--- src/hdl/sart_pkg.sv ---
package sart_pkg;

    localparam int ADDRESS_WIDTH   = 32;
    localparam int SYMBOL_WIDTH    = 16;
    localparam int COUNT_OUT_WIDTH = 11;
    localparam int FUNC_WIDTH      = 2;
    localparam int STATUS_WIDTH    = 2;
    localparam int DEF_TABLE_DEPTH = 1024;

    localparam logic [FUNC_WIDTH-1:0] FN_INSERT = 2'd0;
    localparam logic [FUNC_WIDTH-1:0] FN_LOOKUP = 2'd1;
    localparam logic [FUNC_WIDTH-1:0] FN_CLEAR  = 2'd2;

    localparam logic [STATUS_WIDTH-1:0] ST_OK    = 2'd0;
    localparam logic [STATUS_WIDTH-1:0] ST_FULL  = 2'd1;
    localparam logic [STATUS_WIDTH-1:0] ST_OUTER = 2'd2;

    // Read address select
    localparam logic [1:0] RS_MID   = 2'd0;
    localparam logic [1:0] RS_PRED  = 2'd1;
    localparam logic [1:0] RS_SHIFT = 2'd2;

    typedef struct packed {
        logic [FUNC_WIDTH-1:0]    func;
        logic [ADDRESS_WIDTH-1:0] key_address;
        logic [SYMBOL_WIDTH-1:0]  symbol_id;
    } t_in_item;

    typedef struct packed {
        logic [STATUS_WIDTH-1:0]    status;
        logic [SYMBOL_WIDTH-1:0]    found_symbol;
        logic [COUNT_OUT_WIDTH-1:0] entry_count;
    } t_out_item;

    typedef struct packed {
        logic [ADDRESS_WIDTH-1:0] addr;
        logic [SYMBOL_WIDTH-1:0]  sym;
    } t_entry;

    typedef struct packed {
        logic       load;
        logic       clear;
        logic       rd_en;
        logic [1:0] rd_sel;
        logic       cmp_step;
        logic       shift_wr;
        logic       place;
        logic       finish;
    } t_cmd;

    typedef struct packed {
        logic [FUNC_WIDTH-1:0] func;
        logic                  full;
        logic                  lo_eq_hi;
        logic                  lo_zero;
        logic                  j_eq_lo;
        logic                  out_free;
    } t_stat;

endpackage

--- src/hdl/sart_ctrl.sv ---
module sart_ctrl (
    input  logic           i_clk,
    input  logic           i_rst_n,
    input  logic           i_in_valid,
    output logic           o_in_ready,
    input  sart_pkg::t_stat i_stat,
    output sart_pkg::t_cmd  o_cmd
);
    import sart_pkg::*;

    localparam logic [2:0] S_IDLE  = 3'd0;
    localparam logic [2:0] S_DISP  = 3'd1;
    localparam logic [2:0] S_SRCH  = 3'd2;
    localparam logic [2:0] S_CMP   = 3'd3;
    localparam logic [2:0] S_SHIFT = 3'd4;
    localparam logic [2:0] S_SHWR  = 3'd5;
    localparam logic [2:0] S_FIN   = 3'd6;

    logic [2:0] r_state;
    logic [2:0] n_state;

    always_ff @(posedge i_clk) begin
        if (!i_rst_n) begin
            r_state <= S_IDLE;
        end else begin
            r_state <= n_state;
        end
    end

    always_comb begin
        n_state    = r_state;
        o_cmd      = '0;
        o_cmd.rd_sel = RS_MID;
        o_in_ready = 1'b0;
        case (r_state)
            S_IDLE: begin
                o_in_ready = 1'b1;
                if (i_in_valid) begin
                    o_cmd.load = 1'b1;
                    n_state    = S_DISP;
                end
            end
            S_DISP: begin
                case (i_stat.func)
                    FN_INSERT: n_state = i_stat.full ? S_FIN : S_SRCH;
                    FN_LOOKUP: n_state = S_SRCH;
                    FN_CLEAR: begin
                        o_cmd.clear = 1'b1;
                        n_state     = S_FIN;
                    end
                    default: n_state = S_FIN;
                endcase
            end
            S_SRCH: begin
                if (i_stat.lo_eq_hi) begin
                    if (i_stat.func == FN_INSERT) begin
                        n_state = S_SHIFT;
                    end else if (i_stat.lo_zero) begin
                        n_state = S_FIN;
                    end else begin
                        // fetch the last entry not above the query
                        o_cmd.rd_en  = 1'b1;
                        o_cmd.rd_sel = RS_PRED;
                        n_state      = S_FIN;
                    end
                end else begin
                    o_cmd.rd_en  = 1'b1;
                    o_cmd.rd_sel = RS_MID;
                    n_state      = S_CMP;
                end
            end
            S_CMP: begin
                o_cmd.cmp_step = 1'b1;
                n_state        = S_SRCH;
            end
            S_SHIFT: begin
                if (i_stat.j_eq_lo) begin
                    o_cmd.place = 1'b1;
                    n_state     = S_FIN;
                end else begin
                    o_cmd.rd_en  = 1'b1;
                    o_cmd.rd_sel = RS_SHIFT;
                    n_state      = S_SHWR;
                end
            end
            S_SHWR: begin
                o_cmd.shift_wr = 1'b1;
                n_state        = S_SHIFT;
            end
            S_FIN: begin
                // hold until the output register is free
                if (i_stat.out_free) begin
                    o_cmd.finish = 1'b1;
                    n_state      = S_IDLE;
                end
            end
            default: n_state = S_IDLE;
        endcase
    end

endmodule

--- config.mk ---
export PLATFORM = sky130hd
export DESIGN_NAME = sart_ctrl
export DESIGN_NICKNAME = d
export VERILOG_FILES = /design/src/hdl/sart_pkg.sv /design/src/hdl/sart_ctrl.sv
export SDC_FILE = /design/constraint.sdc
export NUM_CORES = 1
export LEC_CHECK = 0
export ABC_AREA = 1
export BUFFER_PORTS_ARGS = -buffer_cell sky130_fd_sc_hd__buf_2
export CELL_PAD_IN_SITES_DETAIL_PLACEMENT = 0
export CELL_PAD_IN_SITES_GLOBAL_PLACEMENT = 1
export CORE_UTILIZATION = 22
export CTS_CLUSTER_SIZE = 28
export DETAILED_ROUTE_END_ITERATION = 10
export GPL_TIMING_DRIVEN = 0
export PLACE_DENSITY = 0.77
export SLEW_MARGIN = 20
export SYNTH_ARGS = -nofsm -noshare
export SYNTH_HDL_FRONTEND = slang
export SYNTH_SLANG_ARGS = --single-unit
--- constraint.sdc ---
create_clock -name i_clk -period 1.1 [get_ports i_clk]
set_input_delay 0.055 -clock i_clk [delete_from_list [all_inputs] [get_ports i_clk]]
set_output_delay 0.055 -clock i_clk [all_outputs]
set_load 0.02 [all_outputs]
==> results of run 1 <==
-- what timing repair did --
item,in CTS,in global routing
gates resized for setup,18,6
setup buffers,1,0
endpoints found under the hold margin,0,0
setup endpoints to repair,10,10
pin swaps,2,3
-- metrics by stage --
step / area (um2) / hold WS, ps / setup WS, ps / util [%] / total power [mW]
6_report: 498 / 38.5 / -77.4 / 42.5 / 1.30
5_1_grt: 498 / 50.8 / -148 / 42.5 / 1.42
4_1_cts: 484 / 32.7 / -114 / 41.3 / 1.30
3_5_place_dp: 414 / 284 / 83.0 / 35.4 / 0.960
3_3_place_gp: 414 / 280 / 83.5 / 35.4 / 0.959
2_1_floorplan: 302 / 153 / 71.6 / - / 0.764
-- power groups by stage --
| stage | logic [mW] | clock network (mW) | registers [mW] |
|---|---|---|---|
| after floorplan | 0.550 | 0 | 0.215 |
| after global placement | 0.723 | 0 | 0.236 |
| after detailed placement | 0.724 | 0 | 0.236 |
| after CTS | 0.768 | 0.209 | 0.318 |
| after global routing | 0.875 | 0.215 | 0.331 |
| final | 0.784 | 0.200 | 0.319 |
-- path summary, 6_finish.rpt --
check / startpoint / end / slack [ps] / cells past startpoint
max: r_state[2] / o_cmd[4] / -80 / 6
min: i_rst_n / r_state[2] / 40 / 3
max reg2reg: r_state[2] / r_state[2] / 170 / 6
min reg2reg: r_state[1] / r_state[0] / 640 / 3
-- cell usage after synthesis --
library cell / instances / share of area (%)
nand3_1: 4 / 6.8
dfxtp_1: 3 / 20
nor3_1: 1 / 1.7
nand2_1: 14 / 18
nor2_1: 12 / 15
nor4_1: 1 / 2.1
nor2_2: 1 / 2.1
inv_1: 12 / 15
o21ai_0: 1 / 1.7
nand4_1: 4 / 8.5
nand2_2: 1 / 2.1
inv_2: 2 / 2.5
buf_6: 1 / 3.8
-- final cells by class --
cell class | count | share of cell area, %
Tap cell | 14 | 3.52
Sequential cell | 3 | 14.3
Multi-Input combinational cell | 39 | 39.7
Timing Repair Buffer | 20 | 26.1
Clock buffer | 4 | 5.28
Inverter | 14 | 11.1
-- logic make-up (layout without fill, tap and decap cells) --
kind of cell | count (synthesis) | after routing
AOI/OAI and AO/OA | 1 | 1
buffers and inverters | 15 | 38
DFF | 3 | 3
and+or+nand+nor | 38 | 38
-- per-layer routing --
| layer | global-route usage [%] | part of all wire (%) | vias to the layer above |
|---|---|---|---|
| met5 | 0 | 0 | - |
| met4 | 5.17 | 0 | 0 |
| met3 | 6.94 | 6.9 | 0 |
| met2 | 17.9 | 47 | 13 |
| met1 | 16.1 | 46 | 161 |
| li1 | - | - | 222 |
-- worst min-delay path: cells and delay by family --
family	cells	cell delay (ps)
buffers and inverters	2	140
AND/OR/NAND/NOR	1	50
==> metrics.md, run 1 <==
| Metric | Value |
|---|---|
| Status | finished, violations left |
| Failing checks | negative setup slack |
| Adder-Cell Fraction of Synth Area | 0% |
| Maxcap violations | 0 |
| Longest Clk Path Bufs | 2 |
| Antenna viol nets, final | 0 |
| CP startpoint kind | register |
| Most frequent cells in the layout | nor2_1 (11), inv_1 (11), nand2_1 (11), buf_2 (11), buf_4 (7) |
| YS warnings | 0 |
| Fin crit share | 107% |
| Final WS setup | -77.4 ps |
| Fin. max-slew vios | 0 |
| CTS Buf Count | 3 |
| Sw frac | approximately 50% |
| Starting density of the core | 25.2% |
| Max Freq | about 0.85 GHz |
| Crit end category | output port |
| Clock latency on the worst-skew pair | 240 ps |
| Worst EP required | between 1000 and 1500 ps |
| Via density | 4.21 |
| Main combinational cell family by area after synthesis | simple AND/OR/NAND/NOR gates |
| Hold Fails Final Rpt | 0 |
| Leakage | 0.296 nW |
| Simple-gate share of the synthesized area | 56.4% |
| Post-route clock skew | between 0.8 and 0.9 ps |
| Post-route insts no fill | 94 |
| CP peak stage delay | 370 ps |
| Placed insts | 90 |
| Grt ovf | 0 |
| Post-synthesis sequential area ratio | 20.3% |
| Die Area | 1490 um2 |
| HP Class | primary input to register |
| Chip width | 38.6 um |
| Avg Cell Area, Syn | 5.18 um2 |
| Crit-path cells | inv_4 -> nand2_4 -> nor2_4 -> nand2_2 -> nor2_1 -> buf_4 |
| Post-Syn Nets | 67 |
| Post-synthesis xor/xnor area fraction | 0% |
| # setup viols final | 6 |
| RSZ-0062 raised after global routing | true |
| WP data arrival | 1120 ps |
| Largest register FFs | 3 |
| Mux share of post-synthesis cell area | 0% |
| Gate power share | 60.2% |
| DRT iter0 DRCs | 6 |
| Seq cells post-synth | 3 |
| Fillers | 136 |
| GR Util All Layers | 12.8% |
| Cell family with most CP delay | flip-flops |
| Number of distinct library cells after synthesis | 13 |
| Fraction of layout cells with a size suffix above 1 | 45.0% |
| CP max FO | 8 |
| Power Internal | about 0.65 mW |
| Initial antenna violation count | 0 |
| DR WL/cell | 8.50 um |
| TritonCTS clock tree | built |
| Slew @ Worst Pin | 209 ps |
| WL final | 799 um |
| Post-detail-place hpwl | 607 um |
| Setup TNS | -263 ps |
| Vias in the first global route | 323 |
| Hold_buf cts | 0 |
| Total inserted antenna cells | 0 |
| Area of the multi-input gates | 198 um2 |
| Vias | 396 |
| # H-tree levels | 1 |
| Sequential share of power | 24.5% |
| # IOs | 20 |
| Biggest registers after layout | r_state x3 |
| Period minus WS final | about 1200 ps |
| Slew HR | a little under nine tenths |
| Gpl congestion | between 0.7 and 0.8 |
| Global-route wire length before repair | roughly 1.2 mm |
| Compound-Gate Fraction of Synth Area | under 10% |
| DR pass1 iterations | 2 |
| Critical path class | register to output port |
| IO buf count | 19 |
| DRC Markers | 0 |
| Area Overhead vs Synth | 68.6% |
| Synthesized area | 295 um2 |
| Final #Nets | 91 |
| Slowest CP cell | dfxtp_4 |
| Core box area | 1170 um2 |
| Buf+Inv Stages, Crit Path | 2 |
| Clk slew on worst S/H paths | about 40 ps |
| Most flops, register | r_state |
| CTS sink count | 3 |
| Net load switching power | 0.651 mW |
| Register area | 71.3 um2 |
| Clock share of power | 15.3% |
| Largest net degree at the start of global routing | 9 |
| Power Dens Cells | around 2600 nW/um2 |
| Max IR drop VDD | 1.11 mV |
| DIE HEIGHT | 38.6 um |
| Root Driver | clkbuf_4 |
| Syn Inst Count | 57 |
| # rows | 12 |
No activity file was read; power rests on OpenSTA's default activity.
==> inputs of run 2 (changes only) <==
- CORE_MARGIN: not set -> 2
- SKIP_CTS_REPAIR_TIMING: not set -> 1
==> run 2 against run 1 <==
Compared with the run above: the run still ends with negative setup slack left; clock skew decreased by 0.71 ps; final area increased by 3.8%; register-to-register slack got worse by 80 ps; critical path type unchanged.
==> metrics.md, run 2 (synthesis gave the netlist of run 1 again) <==
| Metric | Value |
|---|---|
| Post-detail-place hpwl | 665 um (+9.5%) |
| Grt ovf | 0 (unchanged) |
| Longest Clk Path Bufs | 2 (unchanged) |
| Post-route clock skew | 0.181 ps (-0.706 ps) |
| # rows | 13 (+1) |
| DRT iter0 DRCs | 6 (unchanged) |
| Fillers | 145 (+6.6%) |
| RSZ-0062 raised after global routing | true |
| Crit-path cells | buf_6 -> inv_4 -> nand2_4 -> nor2_4 -> nand2_2 -> nor2_2 -> buf_6 |
| Vias | 399 (+0.76%) |
| Clock latency on the worst-skew pair | 230 ps (about the same) |
| Gpl congestion | 0.762 (-2.7%) |
| GR Util met2 | 21.0% (+3.1 points) |
| Biggest registers after layout | r_state x3 |
| Root Driver | clkbuf_4 |
| Chip width | 40.6 um (+5.2%) |
| DRC Markers | 0 (unchanged) |
| HP Class | primary input to register |
| GRT Max-Usage Layer | met2 |
| Crit end category | output port |
| Placed insts | 91 (+1.1%) |
| Most Frequent Cell on Critical Path | buf_6 |
| Buf+Inv Stages, Crit Path | 3 (+1) |
| Leading cell type in the layout, fill and taps excluded | nand2_1 |
| Final #Nets | 93 (+2.2%) |
| Failing checks | negative setup slack |
| CP startpoint kind | register |
| Fin. max-slew vios | 0 (unchanged) |
| Final core utilization | 40.7% (-1.8 points) |
| CP peak stage delay | 300 ps (-70 ps) |
| Largest net degree at the start of global routing | 9 (unchanged) |
| Status | finished, violations left |
| TritonCTS clock tree | built |
| Max Freq | 0.804 GHz (-5.3%) |
| CP max FO | 7 (-1) |
| Final WS setup | -144 ps (-66.5 ps) |
| Area Overhead vs Synth | 75.0% |
| Largest register FFs | 3 (unchanged) |
| Tot Pwr | 1.33 mW (+2.3%) |
| Slowest CP cell | dfxtp_2 |
| DIE HEIGHT | 40.6 um (+5.2%) |
| Critical path class | register to output port |
| Slew HR | 87.0% (+1.1 points) |
| Total inserted antenna cells | 0 (unchanged) |
| Period minus WS final | 1240 ps (+66.5 ps) |
| # IOs | 20 (unchanged) |
| GR Util All Layers | 13.1% (+0.25 points) |
| Die Area | 1650 um2 (+11%) |
| DR WL/cell | 8.36 um (-1.6%) |
| Max IR drop VDD | 1.07 mV (-3.3%) |
| WP data arrival | 1190 ps (+70 ps) |
| Placement Setup Slack | 64.2 ps (-18.8 ps) |
| M3 GR Usage | 2.17% (-4.8 points) |
| Global-route wire length before repair | 1.43 mm (+14%) |
| Hold Fails Final Rpt | 0 (unchanged) |
| Post-route insts no fill | 97 (+3.2%) |
| CTS Buf Count | 3 (unchanged) |
| Antenna viol nets, final | 0 (unchanged) |
| Most frequent cells in the layout | nand2_1 (13), nor2_1 (11), inv_1 (11), buf_2 (11), buf_4 (7) |
| Worst EP required | 1040 ps (about the same) |
| Core box area | 1270 um2 (+8.3%) |
| IO buf count | 19 (unchanged) |
| Cell family with most CP delay | simple AND/OR/NAND/NOR gates |
| Slew @ Worst Pin | 193 ps (-16.3 ps) |
| Clk slew on worst S/H paths | 40 ps (about the same) |
| Starting density of the core | 23.3% (-1.9 points) |
| Via density | 4.11 (-2.4%) |
| Initial antenna violation count | 0 (unchanged) |
| Fin crit share | 113% (+6.0 points) |
| Setup TNS | -472 ps (-209 ps) |
| Power Dens Cells | 2580 nW/um2 (-1.4%) |
| Fraction of layout cells with a size suffix above 1 | 45.1% (+0.12 points) |
| Leakage | 0.303 nW (+2.4%) |
| WL final | 811 um (+1.5%) |
| CTS sink count | 3 (unchanged) |
| Met1 usage | 16.2% (+0.15 points) |
| Most flops, register | r_state |
| Maxcap violations | 0 (unchanged) |
| Vias in the first global route | 375 (+16%) |
| DR pass1 iterations | 3 (+1) |
| # setup viols final | 7 (+1) |
| # H-tree levels | 1 (unchanged) |
[run 2: changes by cell type in the layout (fill, tap and decap cells not counted), sizes merged]
| cell | before | now |
|---|---|---|
| buf | 20 | 22 |
[run 2: path summary, 6_finish.rpt]
| path | startpoint | to | slack, ps | depth (start not counted) |
|---|---|---|---|---|
| setup / recovery | r_state[2] | o_cmd[4] | -140 | 7 |
| hold / removal | i_rst_n | r_state[1] | 40 | 3 |
| setup reg to reg | r_state[2] | r_state[1] | 90 | 7 |
| hold reg to reg | r_state[1] | r_state[0] | 660 | 3 |
[run 2: routing by layer]
layer  share of wire [%]  up-vias
li1                    -      222
met2                  46       13
met1                  46      164
met3                 7.6        0
met4                   0        0
met5                   0        -
[run 2: final cells by class]
cell class	count	area [um2]	share of cell area (%)
clock buffer	4	26.3	5.08
multi-input combinational	39	198	38.3
sequential	3	66.3	12.8
inverter	14	55.1	10.7
buffer	1	11.3	2.18
timing repair buffer	21	141	27.4
tap	15	18.8	3.63
[run 2: power by group]
| group | switching, mW | internal, mW |
|---|---|---|
| sequential | 0.0809 | 0.180 |
| combinational | 0.514 | 0.370 |
| clock | 0.0533 | 0.136 |
[run 2: through the flow]
step	hold WS (ps)	instance area, um2
floorplan	153	302
global placement	280	415
detailed placement	282	415
CTS	40.1	442
global route	51.3	517
finish	41.5	517
[run 2: worst min-delay path: stages]
cell     delay [ps]
buf_2           100
nand2_1          50
inv_1            40
==> inputs of run 3 (changes only) <==
- CORE_UTILIZATION: 22 -> 20
- PLACE_DENSITY: 0.77 -> 0.75
- clock period: 1.1 -> 1.11 ns (I/O delays scaled with it)
==> run 3 against run 2 <==
Compared with the run above: the flow still finishes with violations (negative setup slack); non-clock buffer count unchanged; largest cell class unchanged; hold slack got worse by 4.1 ps; critical path depth decreased by 1; wire length increased by 4.9%; sequential power increased by 23%; clock-buffer cell count unchanged.
==> metrics.md, run 3 (synthesis gave the netlist of run 1 again) <==
| Metric | Value |
|---|---|
| Register area | 71.3 um2 (+7.5%) |
| Fin crit share | 111% |
| HP Class | primary input to register |
| Tot Pwr | 1.46 mW (+9.3%) |
| Post-detail-place hpwl | 647 um (-2.7%) |
| Period minus WS final | 1230 ps |
| Most frequent cells in the layout | buf_2 (12), nand2_1 (11), nor2_1 (10), inv_1 (10), buf_4 (8) |
| Final #Nets | 93 (unchanged) |
| Area of the multi-input gates | 210 um2 (+6.3%) |
| Hold_ws | 37.4 ps (-4.13 ps) |
| WL final | 851 um (+4.9%) |
| Longest Clk Path Bufs | 2 (unchanged) |
| Antenna viol nets, final | 0 (unchanged) |
| # IOs | 20 (unchanged) |
| GR Util met2 | 14.8% (-6.3 points) |
| GRT Max-Usage Layer | met2 |
| CTS Buf Count | 3 (unchanged) |
| DR pass1 iterations | 4 (+1) |
| Fin. max-slew vios | 0 (unchanged) |
| Post-route clock skew | 1.79 ps (+1.61 ps) |
| Core box area | 1330 um2 (+5.1%) |
| Grt ovf | 0 (unchanged) |
| Clk slew on worst S/H paths | 40 ps (about the same) |
| CP max FO | 8 (+1) |
| Fillers | 156 (+7.6%) |
| Max Freq | between 0.8 and 0.9 GHz |
| Critical path class | register to output port |
| Initial antenna violation count | 0 (unchanged) |
| Global-route wire length before repair | 1.28 mm (-11%) |
| Total inserted antenna cells | 0 (unchanged) |
| DRC Markers | 0 (unchanged) |
| Via density | 4.37 (+6.3%) |
| CP startpoint kind | register |
| Maxcap violations | 0 (unchanged) |
| CTS sink count | 3 (unchanged) |
| # rows | 13 (unchanged) |
| Largest net degree at the start of global routing | 9 (unchanged) |
| Largest register FFs | 3 (unchanged) |
| DIE HEIGHT | 42.4 um (+4.4%) |
| WP data arrival | 1170 ps (-20 ps) |
| Clock latency on the worst-skew pair | 240 ps (about the same) |
| DR WL/cell | 8.77 um (+4.9%) |
| Leakage | 0.311 nW (+2.4%) |
| Slew HR | 88.4% (+1.4 points) |
| # H-tree levels | 1 (unchanged) |
| Leading cell type in the layout, fill and taps excluded | buf_2 |
| Failing checks | negative setup slack |
| Max IR drop VDD | 1.53 mV (+43%) |
| Starting density of the core | 22.1% (-1.1 points) |
| Final WS setup | -119 ps (+25.1 ps) |
| M3 GR Usage | 4.31% (+2.1 points) |
| Power Dens Cells | 2780 nW/um2 (+7.7%) |
| Crit end category | output port |
| Fraction of layout cells with a size suffix above 1 | 50.0% (+4.9 points) |
| Worst EP required | 1050 ps (about the same) |
| Most flops, register | r_state |
| Slew @ Worst Pin | 173 ps (-20.2 ps) |
| Vias | 424 (+6.3%) |
| DRT iter0 DRCs | 4 (-2) |
| Vias in the first global route | 340 (-9.3%) |
| Chip width | 42.4 um (+4.4%) |
| IO buf count | 19 (unchanged) |
| Placed insts | 91 (unchanged) |
| GR Util All Layers | 9.13% (-3.9 points) |
| Root Driver | clkbuf_4 |
| Met1 usage | 11.0% (-5.3 points) |
| Hold Fails Final Rpt | 0 (unchanged) |
| # setup viols final | 7 (unchanged) |
| Die Area | 1800 um2 (+9.0%) |
| TritonCTS clock tree | built |
| Gpl congestion | 0.732 (-3.9%) |
| Status | finished, violations left |
| Post-route insts no fill | 97 (unchanged) |
| RSZ-0062 raised after global routing | true |
| Area Overhead vs Synth | 77.5% |
| Biggest registers after layout | r_state x3 |
-- run 3: cell counts in the layout (fill, tap and decap cells not counted) --
Identical to the previous run, type by type.
-- run 3: cell type report --
type                       instances  share of cell area, %
timing repair buffer              22                   27.2
tap                               15                   3.58
clock buffer                       4                   5.01
sequential                         3                   13.6
multi-input combinational         39                   40.1
inverter                          14                   10.5
-- run 3: final timing paths --
| path | from | to | slack [ps] | cells after the start |
|---|---|---|---|---|
| max | r_state[2] | o_cmd[4] | -120 | 6 |
| min reg2reg | r_state[2] | r_state[2] | 670 | 4 |
| max reg2reg | r_state[2] | r_state[0] | 80 | 7 |
| min | i_rst_n | r_state[1] | 40 | 3 |
-- run 3: per-stage QoR --
step	setup WS [ps]	utilization (%)	area, um2	setup TNS [ps]
5_1_grt	-183	39.3	524	-945
3_3_place_gp	92.3	31.1	415	0
6_report	-119	39.3	524	-384
2_1_floorplan	81.1	-	302	0
3_5_place_dp	78.0	31.1	415	0
4_1_cts	-181	33.1	442	-759
-- run 3: per-layer routing --
metal | wire, um | part of all wire [%]
met2 | 410 | 48
met4 | 0 | 0
met1 | 370 | 43
met5 | 0 | 0
met3 | 70 | 8.2
-- run 3: worst max-delay path, cell delays in order, from the launching register on --
cell and delay [ps]:
dfxtp_4 370, inv_4 70, nand2_4 50, nor2_4 130
nand2_2 60, nor2_1 110, buf_4 150
-- run 3: where the power goes --
part           switching, mW  total, mW  leakage (nW)  internal [mW]
registers              0.131      0.321        0.0267          0.191
logic                  0.501      0.940         0.269          0.439
clock network         0.0607      0.196        0.0150          0.135
